### src/swe_pkg.sv
package swe_pkg;

	// Sizes of the candidate chain and the samples.
	localparam int WINDOW_MAX = 64;
	localparam int SAMPLE_W   = 32;
	localparam int LEN_W      = $clog2(WINDOW_MAX + 1);
	localparam int CFG_W      = 7;
	localparam int CFG_IDX_W  = 1;

	// The front search looks at the chain in groups of this many cells.
	localparam int GROUP      = 8;
	localparam int NUM_GROUPS = (WINDOW_MAX + GROUP - 1) / GROUP;

	// Register indexes of the configuration port.
	localparam logic [CFG_IDX_W-1:0] REG_WINDOW_LEN = 1'b0;
	localparam logic [CFG_IDX_W-1:0] REG_FIND_MIN   = 1'b1;

	// Control broadcast from the top level to every swe_cell of the chain.
	typedef struct packed {
		logic                       step;
		logic                       restart;
		logic                       find_min;
		logic signed [SAMPLE_W-1:0] sample;
	} cell_ctl_t;

endpackage

### src/swe_cell.sv
module swe_cell (
	input  logic                                clk,
	input  logic                                arst_n,
	input  swe_pkg::cell_ctl_t                  ctl,
	input  logic                                in_range,
	input  logic signed [swe_pkg::SAMPLE_W-1:0] in_value,
	input  logic                                in_alive,
	input  logic                                in_block,
	output logic signed [swe_pkg::SAMPLE_W-1:0] value,
	output logic                                alive,
	output logic                                out_block
);

	logic signed [swe_pkg::SAMPLE_W-1:0] value_q;
	logic                                alive_q;
	logic                                eff;
	logic                                dom;
	logic                                kill;

	// The entry arriving from the younger neighbor is still a candidate if no restart
	// cleared it and its new age stays inside the window.
	assign eff = in_alive && !ctl.restart && in_range;

	// Dominated entries are not greater (max mode) or not less (min mode) than the sample.
	assign dom = ctl.find_min ? (in_value >= ctl.sample) : (in_value <= ctl.sample);

	// Removal runs from the young end and stops at the first surviving candidate.
	assign kill      = dom && !in_block;
	assign out_block = in_block || (eff && !dom);

	always_ff @(posedge clk or negedge arst_n) begin
		if (!arst_n) begin
			alive_q <= 1'b0;
		end else if (ctl.step) begin
			alive_q <= eff && !kill;
		end
	end

	always_ff @(posedge clk) begin
		if (ctl.step) begin
			value_q <= in_value;
		end
	end

	assign value = value_q;
	assign alive = alive_q;

endmodule

### config.mk
export PLATFORM = sky130hd
export DESIGN_NAME = swe_cell
export DESIGN_NICKNAME = d
export VERILOG_FILES = /design/src/swe_pkg.sv /design/src/swe_cell.sv
export SDC_FILE = /design/constraint.sdc
export NUM_CORES = 1
export LEC_CHECK = 0
export ABC_AREA = 0
export BUFFER_PORTS_ARGS = -buffer_cell sky130_fd_sc_hd__buf_4
export CORE_MARGIN = 2
export CORE_UTILIZATION = 40
export CTS_CLUSTER_DIAMETER = 30
export DETAILED_ROUTE_END_ITERATION = 8
export GPL_TIMING_DRIVEN = 0
export MAX_ROUTING_LAYER = met4
export PLACE_DENSITY = 0.74
export SETUP_SLACK_MARGIN = 0.5
export SYNTH_ARGS = -nofsm -noshare
export SYNTH_HDL_FRONTEND = slang
export SYNTH_SLANG_ARGS = --single-unit
### constraint.sdc
create_clock -name clk -period 2.6 [get_ports clk]
set_clock_uncertainty 0.2 [all_clocks]
set_input_delay 0.52 -clock clk [delete_from_list [all_inputs] [get_ports clk]]
set_output_delay 0.52 -clock clk [all_outputs]
set_load 0.005 [all_outputs]
==> metrics.md, run 1 <==
| Metric | Value |
|---|---|
| Avg Cell Area, Syn | `12.1 µm²` |
| Status | `complete, but fails checks` |
| PnR worst setup slack | `-301 ps` |
| Max incr delay on CP | `390 ps` |
| Largest delay share family, worst path | `simple AND/OR/NAND/NOR gates` |
| Power per Cell Area | `454 nW/µm²` |
| Warnings from Yosys | `0` |
| Maximum fanout along the worst path | `3` |
| Final Power | `1.36 mW` |
| Peak Freq | `345 MHz` |
| Worst IR drop on VDD | `0.207 mV` |
| Worst Hold Launch | `in_value[25]` |
| Clock-pin slew on the worst setup and hold paths | `70 ps` |
| CP dominant cell by count | `buf_4` |
| FF-to-FF End | `alive` |
| Worst path cell trace | `buf_4, inv_6, ha_4, and4_4, nand4_1, nand3b_1, or3_1, nand2_1, o21bai_1, buf_4` |
| WL per Instance | `13.5 µm` |
| Most common cell after layout, fill and taps aside | `buf_4` |
| Initial Utilization | `0.423` |
| Sequential power share | `0.471` |
| Die area | `5270 µm²` |
| Hold EP | `value[25]` |
| Drt total wl | `4.37 mm` |
| Critical Setup Path Class | `input port to output pin` |
| Global-route wire length before repair | `7.11 mm` |
| CP Capture Type | `output pin` |
| Hold Fails Final Rpt | `0` |
| Chip height | `72.6 µm` |
| Worst-Margin Slew | `456 ps` |
| Hpwl dp | `3.50 mm` |
| Clock sink total | `33` |
| GR Util All Layers | `0.179` |
| Clock network power share | `0.290` |
| Worst skew pair latency | `280 ps` |
| Via density | `4.94` |
| Reg2reg start | `alive` |
| GR Util met2 | `0.309` |
| Antenna violations before repair | `0` |
| Failing checks | `setup timing` |
| Hold depth | `1` |
| Number of global-route vias before repair | `1613` |
| GRT met3 Usage | `0.0597` |
| Crit path time final | `2900 ps` |
| GRT busiest layer | `met2` |
| R2r worst-path depth | `3` |
| Largest net degree at the start of global routing | `36` |
| Remaining global-route overflow | `0` |
| Ports | `106` |
| Synth cell types | `30` |
| Area taken by multi-input logic gates | `873 µm²` |
| CTS Buf Count | `5` |
| CTS H-tree lvls | `2` |
| CTS max path bufs | `2` |
| Flop2flop setup slack | `1550 ps` |
| Die X-Extent | `72.6 µm` |
| Antenna viol nets, final | `0` |
| Final net count | `375` |
| Max Cap Viol | `0` |
| P_int | `1.04 mW` |
| Clk root buf | `clkbuf_8` |
| Setup-failing EPs final | `1` |
| Sw frac | `0.235` |
| M1 GR Usage | `0.200` |
| Ant. Diodes | `0` |
| 1st-iter DRT viols | `45` |
| Tcrit/Tclk final | `1.12` |
| RSZ-0062 raised after global routing | `yes` |
| Placed cell count | `313` |
| Core ar. | `4440 µm²` |
| Register Area | `986 µm²` |
| GPL Wtd Cong | `0.709` |
| Relative slew slack | `0.696` |
| Mapped Area | `1880 µm²` |
| CP Launch Type | `input port` |
| Worst path slowest cell | `or3_1` |
| CP Buf/Inv Count | `3` |
| Share of layout cells above drive strength 1 | `0.493` |
| Synth-to-layout area growth | `59.2%` |
| Dpl ws | `-368 ps` |
| Leading cell types in the layout, fill and taps excluded | `buf_4 (101), edfxtp_1 (32), inv_1 (25), ha_1 (25), a21oi_1 (10)` |
| Syn nets | `260` |
| Max Slew Vio Count | `0` |
| Non-filler cells, final | `324` |
| Hold Path Class | `input port to register` |
| PortBufs | `105` |
| CTS tree | `yes` |
| DRC violations left | `0` |
| Fill count | `359` |
| Vias | `1601` |
| Total net switching power | `0.320 mW` |
| Seq/Total Area, Yosys | `0.524` |
| Crit path DAT | `2180 ps` |
| CP required | `1880 ps` |
| Comb power frac | `0.239` |
| Leakage power | `1.43 nW` |
| Num rows | `24` |
| DRT Pass-1 Iters | `4` |
| Syn Inst Count | `156` |
| Synthesized flop and latch total | `33` |
-- metrics by stage --
step | instance area [µm²] | hold WS (ps) | setup TNS, ps | util
3_3_place_gp | 2840 | 95.3 | -343 | 0.640
6_report | 2990 | 214 | -301 | 0.674
3_5_place_dp | 2840 | 97.3 | -368 | 0.640
2_1_floorplan | 1990 | 24.4 | 0 | -
4_1_cts | 2980 | 209 | -315 | 0.670
5_1_grt | 2990 | 200 | -448 | 0.674
-- kinds of logic (layout without fill, tap and decap cells) --
kind of cell / count (synthesis) / in the layout / synth area share
adder cells (fa/ha/maj): 32 / 32 / 0.213
AO/OA/AOI/OAI: 28 / 28 / 0.106
buffers and inverters: 32 / 148 / 0.0639
XOR/XNOR: 1 / 1 / 0.00466
AND/OR/NAND/NOR: 30 / 30 / 0.0885
flip-flops: 33 / 33 / 0.524
-- registers in the layout (all words and copies together) (netlist names) --
register and cells:
alive 1, value 32
-- final cells by class --
type | count | area share
Clock buffer | 8 | 0.0301
Inverter | 32 | 0.0468
Multi-Input combinational cell | 91 | 0.292
Sequential cell | 33 | 0.329
Tap cell | 52 | 0.0217
Timing Repair Buffer | 108 | 0.280
-- what timing repair did --
action,CTS,global route
hold endpoints to repair,1,0
cloned,0,0
pin swaps,3,3
endpoints found under the setup margin,2,2
hold buffers,1,0
setup buffers,1,1
resized for setup,7,2
-- power by group through the flow --
stage	sequential [mW]	combinational [mW]	clock (mW)
4_1_cts	0.641	0.325	0.410
2_1_floorplan	0.658	0.112	0
3_3_place_gp	0.651	0.308	0
6_report	0.641	0.324	0.393
5_1_grt	0.645	0.364	0.429
3_5_place_dp	0.652	0.314	0
-- cell usage after synthesis (all sizes together) --
cell / count / share of area
nand3: 4 / 0.011
inv: 32 / 0.064
nand2b: 1 / 0.0033
a221o: 1 / 0.0053
a2111o: 1 / 0.0060
edfxtp: 32 / 0.51
nor2: 2 / 0.0040
a311o: 1 / 0.0053
or2: 1 / 0.0033
xor2: 1 / 0.0047
nand3b: 1 / 0.0040
dfrtp: 1 / 0.013
nor2b: 2 / 0.0067
o211ai: 3 / 0.015
a221oi: 3 / 0.017
ha: 32 / 0.21
a21o: 1 / 0.0040
or3: 2 / 0.0067
o22a: 1 / 0.0053
and2: 1 / 0.0033
o21bai: 1 / 0.0040
nand4: 5 / 0.017
a31oi: 2 / 0.0067
and4: 3 / 0.014
a21oi: 10 / 0.027
nand2: 8 / 0.016
o21ai: 4 / 0.011
-- worst max path at each step --
stage	start	end	slack, ps	cells after the start
after floorplan	in_value[27]	out_block	10	7
after global placement	in_value[27]	out_block	-340	9
after detailed placement	ctl[5]	out_block	-370	10
after CTS	in_value[27]	out_block	-310	9
after global routing	ctl[25]	out_block	-450	10
final	ctl[31]	out_block	-300	10
-- per-layer routing --
metal | vias to the layer above | share of wire
li1 | 805 | -
met5 | - | 0
met3 | 5 | 0.10
met2 | 71 | 0.51
met1 | 720 | 0.38
met4 | 0 | 0.0085
No activity file was read; power rests on OpenSTA's default activity.
==> inputs of run 2 (changes only) <==
BUFFER_PORTS_ARGS = not set   (was -buffer_cell sky130_fd_sc_hd__buf_4)
CORE_UTILIZATION = 49   (was 40)
DONT_BUFFER_PORTS = 1   (was not set)
PLACE_DENSITY = 0.63   (was 0.74)
RECOVER_POWER = 100   (was not set)
==> metrics.md, run 2 (same netlist as run 1, synthesis figures left out) <==
| Metric | Value |
|---|---|
| Maximum fanout along the worst path | `2` |
| R2r worst-path depth | `3` |
| CP Capture Type | `output pin` |
| GPL Wtd Cong | `0.705` |
| Status | `complete, but fails checks` |
| Clock network power share | `0.345` |
| FF-to-FF End | `alive` |
| CTS H-tree lvls | `2` |
| PnR worst setup slack | `-103 ps` |
| Hold EP | `value[23]` |
| Drt total wl | `3.53 mm` |
| Sw frac | `0.227` |
| CTS Buf Count | `5` |
| Initial Utilization | `0.510` |
| Clock sink total | `33` |
| Max incr delay on CP | `300 ps` |
| Reg2reg start | `alive` |
| Die X-Extent | `66.0 µm` |
| WL per Instance | `16.6 µm` |
| Sequential power share | `0.534` |
| Worst-Margin Slew | `303 ps` |
| Synth-to-layout area growth | `16.6%` |
| Post CTS Setup Buffer Count | `0` |
| Max FFs per register | `32` |
| Clock-pin slew on the worst setup and hold paths | `70 ps` |
| Remaining global-route overflow | `0` |
| P_int | `0.945 mW` |
| Num rows | `22` |
| Ant. Diodes | `0` |
| Worst path cell trace | `ha_4, a21o_1, a221o_1, a221oi_2, o22a_2, o211ai_2, o21bai_1` |
| RSZ-0062 raised after global routing | `yes` |
| Antenna viol nets, final | `0` |
| Crit path DAT | `1980 ps` |
| Most common cell after layout, fill and taps aside | `edfxtp_1` |
| Flop2flop setup slack | `1540 ps` |
| Leakage power | `0.917 nW` |
| Comb power frac | `0.121` |
| DRC violations left | `0` |
| Total net switching power | `0.277 mW` |
| DRT Pass-1 Iters | `3` |
| Worst Hold Launch | `in_value[23]` |
| Number of global-route vias before repair | `1226` |
| Hold Fails Final Rpt | `0` |
| Hold depth | `0` |
| Ports | `106` |
| Dpl ws | `-173 ps` |
| 1st-iter DRT viols | `83` |
| Max Slew Vio Count | `0` |
| Hpwl dp | `2.86 mm` |
| Non-filler cells, final | `213` |
| Worst path slowest cell | `a221o_1` |
| Critical Setup Path Class | `input port to output pin` |
| Final net count | `268` |
| Core ar. | `3690 µm²` |
| Antenna violations before repair | `0` |
| Largest net degree at the start of global routing | `36` |
| Hold Path Class | `input port to register` |
| Leading cell types in the layout, fill and taps excluded | `edfxtp_1 (32), inv_1 (25), ha_1 (24)` |
| Max Cap Viol | `0` |
| Worst IR drop on VDD | `0.265 mV` |
| Die area | `4350 µm²` |
| Chip height | `66.0 µm` |
| Tcrit/Tclk final | `1.04` |
| Via density | `5.63` |
| Largest delay share family, worst path | `compound AO/OA/AOI/OAI gates` |
| Relative slew slack | `0.798` |
| Setup-failing EPs final | `1` |
| Power per Cell Area | `558 nW/µm²` |
| PortBufs | `0` |
| CP Launch Type | `input port` |
| CTS tree | `yes` |
| Placed cell count | `204` |
| Failing checks | `setup timing` |
| Clk root buf | `clkbuf_8` |
| Worst skew pair latency | `280 ps` |
| GR Util All Layers | `0.178` |
| Share of layout cells above drive strength 1 | `0.188` |
| CP Depth | `7` |
| CP required | `1880 ps` |
| Vias | `1200` |
| CTS max path bufs | `2` |
| Crit path time final | `2700 ps` |
| CP Buf/Inv Count | `0` |
| Peak Freq | `370 MHz` |
| Global-route wire length before repair | `5.52 mm` |
==> run 2: stage by stage <==
step / hold WS, ps / utilization / setup TNS (ps) / power [mW] / cell area [µm²]
2_1_floorplan: 24.4 / - / 0 / 0.770 / 1990
3_3_place_gp: 24.5 / 0.556 / -145 / 0.797 / 2050
3_5_place_dp: 24.5 / 0.556 / -173 / 0.805 / 2050
4_1_cts: 118 / 0.590 / -118 / 1.24 / 2170
5_1_grt: 114 / 0.594 / -213 / 1.29 / 2190
6_report: 126 / 0.594 / -103 / 1.22 / 2190
==> run 2: worst reg2reg max path: cells and delay by family, from the launching register on <==
kind | cells | cell delay [ps]
flops | 1 | 400
simple gates | 1 | 140
compound gates | 2 | 210
==> run 2: power groups by stage <==
| stage | clock, mW | sequential (mW) | combinational (mW) |
|---|---|---|---|
| 6_report | 0.422 | 0.652 | 0.148 |
| 5_1_grt | 0.454 | 0.657 | 0.174 |
| 4_1_cts | 0.436 | 0.653 | 0.149 |
| 3_3_place_gp | 0 | 0.664 | 0.134 |
| 3_5_place_dp | 0 | 0.664 | 0.142 |
| 2_1_floorplan | 0 | 0.658 | 0.112 |
==> run 2: final cells by class <==
cell class	instances	area, µm²
multi-input cells	91	895
inverters	32	140
well taps	48	60.1
fillers	322	1500
clock buffers	7	96.3
repair buffers	1	10.0
clock inverters	1	5.00
flip-flops and latches	33	986
==> run 2: layer usage <==
| layer | global-route usage | up-vias | share of wire |
|---|---|---|---|
| met2 | 0.292 | 66 | 0.50 |
| li1 | - | 586 | - |
| met1 | 0.188 | 541 | 0.38 |
| met4 | 0.0842 | 0 | 0.020 |
| met5 | - | - | 0 |
| met3 | 0.0698 | 7 | 0.094 |
==> run 2: worst max path at each step <==
| stage | startpoint | to | slack (ps) |
|---|---|---|---|
| floorplan | in_value[27] | out_block | 10 |
| finish | in_value[25] | out_block | -100 |
| global route | ctl[7] | out_block | -210 |
| global placement | in_value[25] | out_block | -150 |
| detailed placement | ctl[14] | out_block | -170 |
| CTS | in_value[25] | out_block | -120 |
==> run 2: what timing repair did <==
action / 4_1_cts / 5_1_grt
pin swaps: 1 / 1
gates resized for setup: 2 / 2
hold buffers: 1 / 0
endpoints found under the hold margin: 1 / 0
endpoints found under the setup margin: 1 / 1
==> inputs of run 3 (changes only) <==
PLACE_DENSITY = 0.66   (was 0.63)
==> metrics.md, run 3 (same netlist as run 1, synthesis figures left out) <==
| Metric | Value |
|---|---|
| Status | `complete, but fails checks` |
| Failing checks | `setup timing` |
| Top Layer Used | `met4` |
| RSZ-0062 raised after global routing | `yes` |
| Final Power | `1.16 mW` |
| Leakage power | `0.904 nW` |
| Worst-Margin Slew | `322 ps` |
| DRT Pass-1 Iters | `4` |
| Via density | `5.67` |
| Fill count | `311` |
| Max FFs per register | `32` |
| Largest net degree at the start of global routing | `36` |
| Initial Utilization | `0.510` |
| Chip height | `66.0 µm` |
| WL per Instance | `17.4 µm` |
| Tcrit/Tclk final | `1.06` |
| Routed length on met1 | `1.35 mm` |
| Met2 wire len | `2.00 mm` |
| Number of global-route vias before repair | `1264` |
| Num rows | `22` |
| CP Launch Type | `input port` |
| Ant. Diodes | `0` |
| Worst IR drop on VDD | `0.286 mV` |
| DRC violations left | `0` |
| Leading cell types in the layout, fill and taps excluded | `edfxtp_1 (32), inv_1 (25), ha_1 (24)` |
| CP Buf/Inv Count | `0` |
| Max incr delay on CP | `310 ps` |
| Relative slew slack | `0.785` |
| Max Cap Viol | `0` |
| Clock-pin slew on the worst setup and hold paths | `60 ps` |
| CTS max path bufs | `2` |
| Global-route wire length before repair | `5.71 mm` |
| Power per Cell Area | `530 nW/µm²` |
| Maximum fanout along the worst path | `2` |
| Die area | `4350 µm²` |
| CP required | `1880 ps` |
| Synth-to-layout area growth | `16.0%` |
| Remaining global-route overflow | `0` |
| Dpl ws | `-203 ps` |
| DP Area | `2050 µm²` |
| Worst path slowest cell | `a221oi_2` |
| Die X-Extent | `66.0 µm` |
| WHS | `128 ps` |
| CTS tree | `yes` |
| PortBufs | `0` |
| 1st-iter DRT viols | `46` |
| Drt total wl | `3.72 mm` |
| Largest delay share family, worst path | `compound AO/OA/AOI/OAI gates` |
| Clk root buf | `clkbuf_8` |
| CP Capture Type | `output pin` |
| CTS H-tree lvls | `2` |
| PnR worst setup slack | `-151 ps` |
| Crit path DAT | `2030 ps` |
| Ports | `106` |
| GPL Wtd Cong | `0.665` |
| Peak Freq | `363 MHz` |
| Final net count | `269` |
| Worst skew pair latency | `280 ps` |
| Max Slew Vio Count | `0` |
| Final Instance Area | `2180 µm²` |
| WL met3 | `319 µm` |
| Clock sink total | `33` |
| Critical Setup Path Class | `input port to output pin` |
| Crit path time final | `2750 ps` |
| GR Util All Layers | `0.186` |
| Antenna violations before repair | `0` |
| Core ar. | `3690 µm²` |
| Hpwl dp | `2.96 mm` |
| Vias | `1208` |
| Share of layout cells above drive strength 1 | `0.182` |
| Hold Path Class | `input port to register` |
| Setup-failing EPs final | `1` |
| Placed cell count | `204` |
| Flop2flop setup slack | `1530 ps` |
| Antenna viol nets, final | `0` |
| Worst path cell trace | `ha_4, a21o_1, a221o_1, a221oi_2, o22a_2, o211ai_2, o21bai_1` |
| CTS Buf Count | `5` |
| Non-filler cells, final | `213` |
| Hold Fails Final Rpt | `0` |
| Most common cell after layout, fill and taps aside | `edfxtp_1` |
-- run 3: cell types whose count changed in the layout (fill, tap and decap cells not counted), sizes merged --
cell | previous run | this run
buf | 0 | 1
clkbuf | 7 | 6
-- run 3: metal layers --
metal / vias up / global-route usage
met2: 59 / 0.332
met5: - / -
li1: 587 / -
met4: 0 / 0.0689
met1: 556 / 0.180
met3: 6 / 0.0784
-- run 3: what timing repair did --
action                                 in CTS  in global routing
gates resized for setup                     3                  4
pin swaps                                   1                  6
endpoints found under the hold margin       1                  0
setup endpoints to repair                   1                  1
buffers inserted                            0                  1
hold buffers                                1                  0
-- run 3: final timing paths --
kind	start	endpoint	depth (start not counted)
setup / recovery	in_value[25]	out_block	7
hold / removal	in_value[20]	value[20]	0
setup reg to reg	alive	alive	3
hold reg to reg	alive	alive	3
max in group asynchronous	arst_n	alive	1
min in group asynchronous	arst_n	alive	1
-- run 3: stage by stage --
stage / utilization / setup TNS, ps
final: 0.592 / -151
after floorplan: - / 0
after CTS: 0.583 / -150
after global placement: 0.556 / -172
after global routing: 0.592 / -192
after detailed placement: 0.556 / -203
-- run 3: area by class of cell --
type,count,area (µm²),share of cell area
multi-input combinational,91,900,0.412
sequential,33,986,0.452
clock buffer,6,72.6,0.0333
inverter,32,143,0.0654
clock inverter,1,3.75,0.00172
timing repair buffer,2,17.5,0.00803
tap,48,60.1,0.0275
-- run 3: where the power goes --
group          leakage (nW)  total [mW]  switching, mW  internal [mW]
logic                 0.539       0.148         0.0740         0.0744
registers             0.327       0.653         0.0213          0.632
clock network        0.0387       0.355          0.174          0.180
total                 0.904        1.16          0.270          0.887
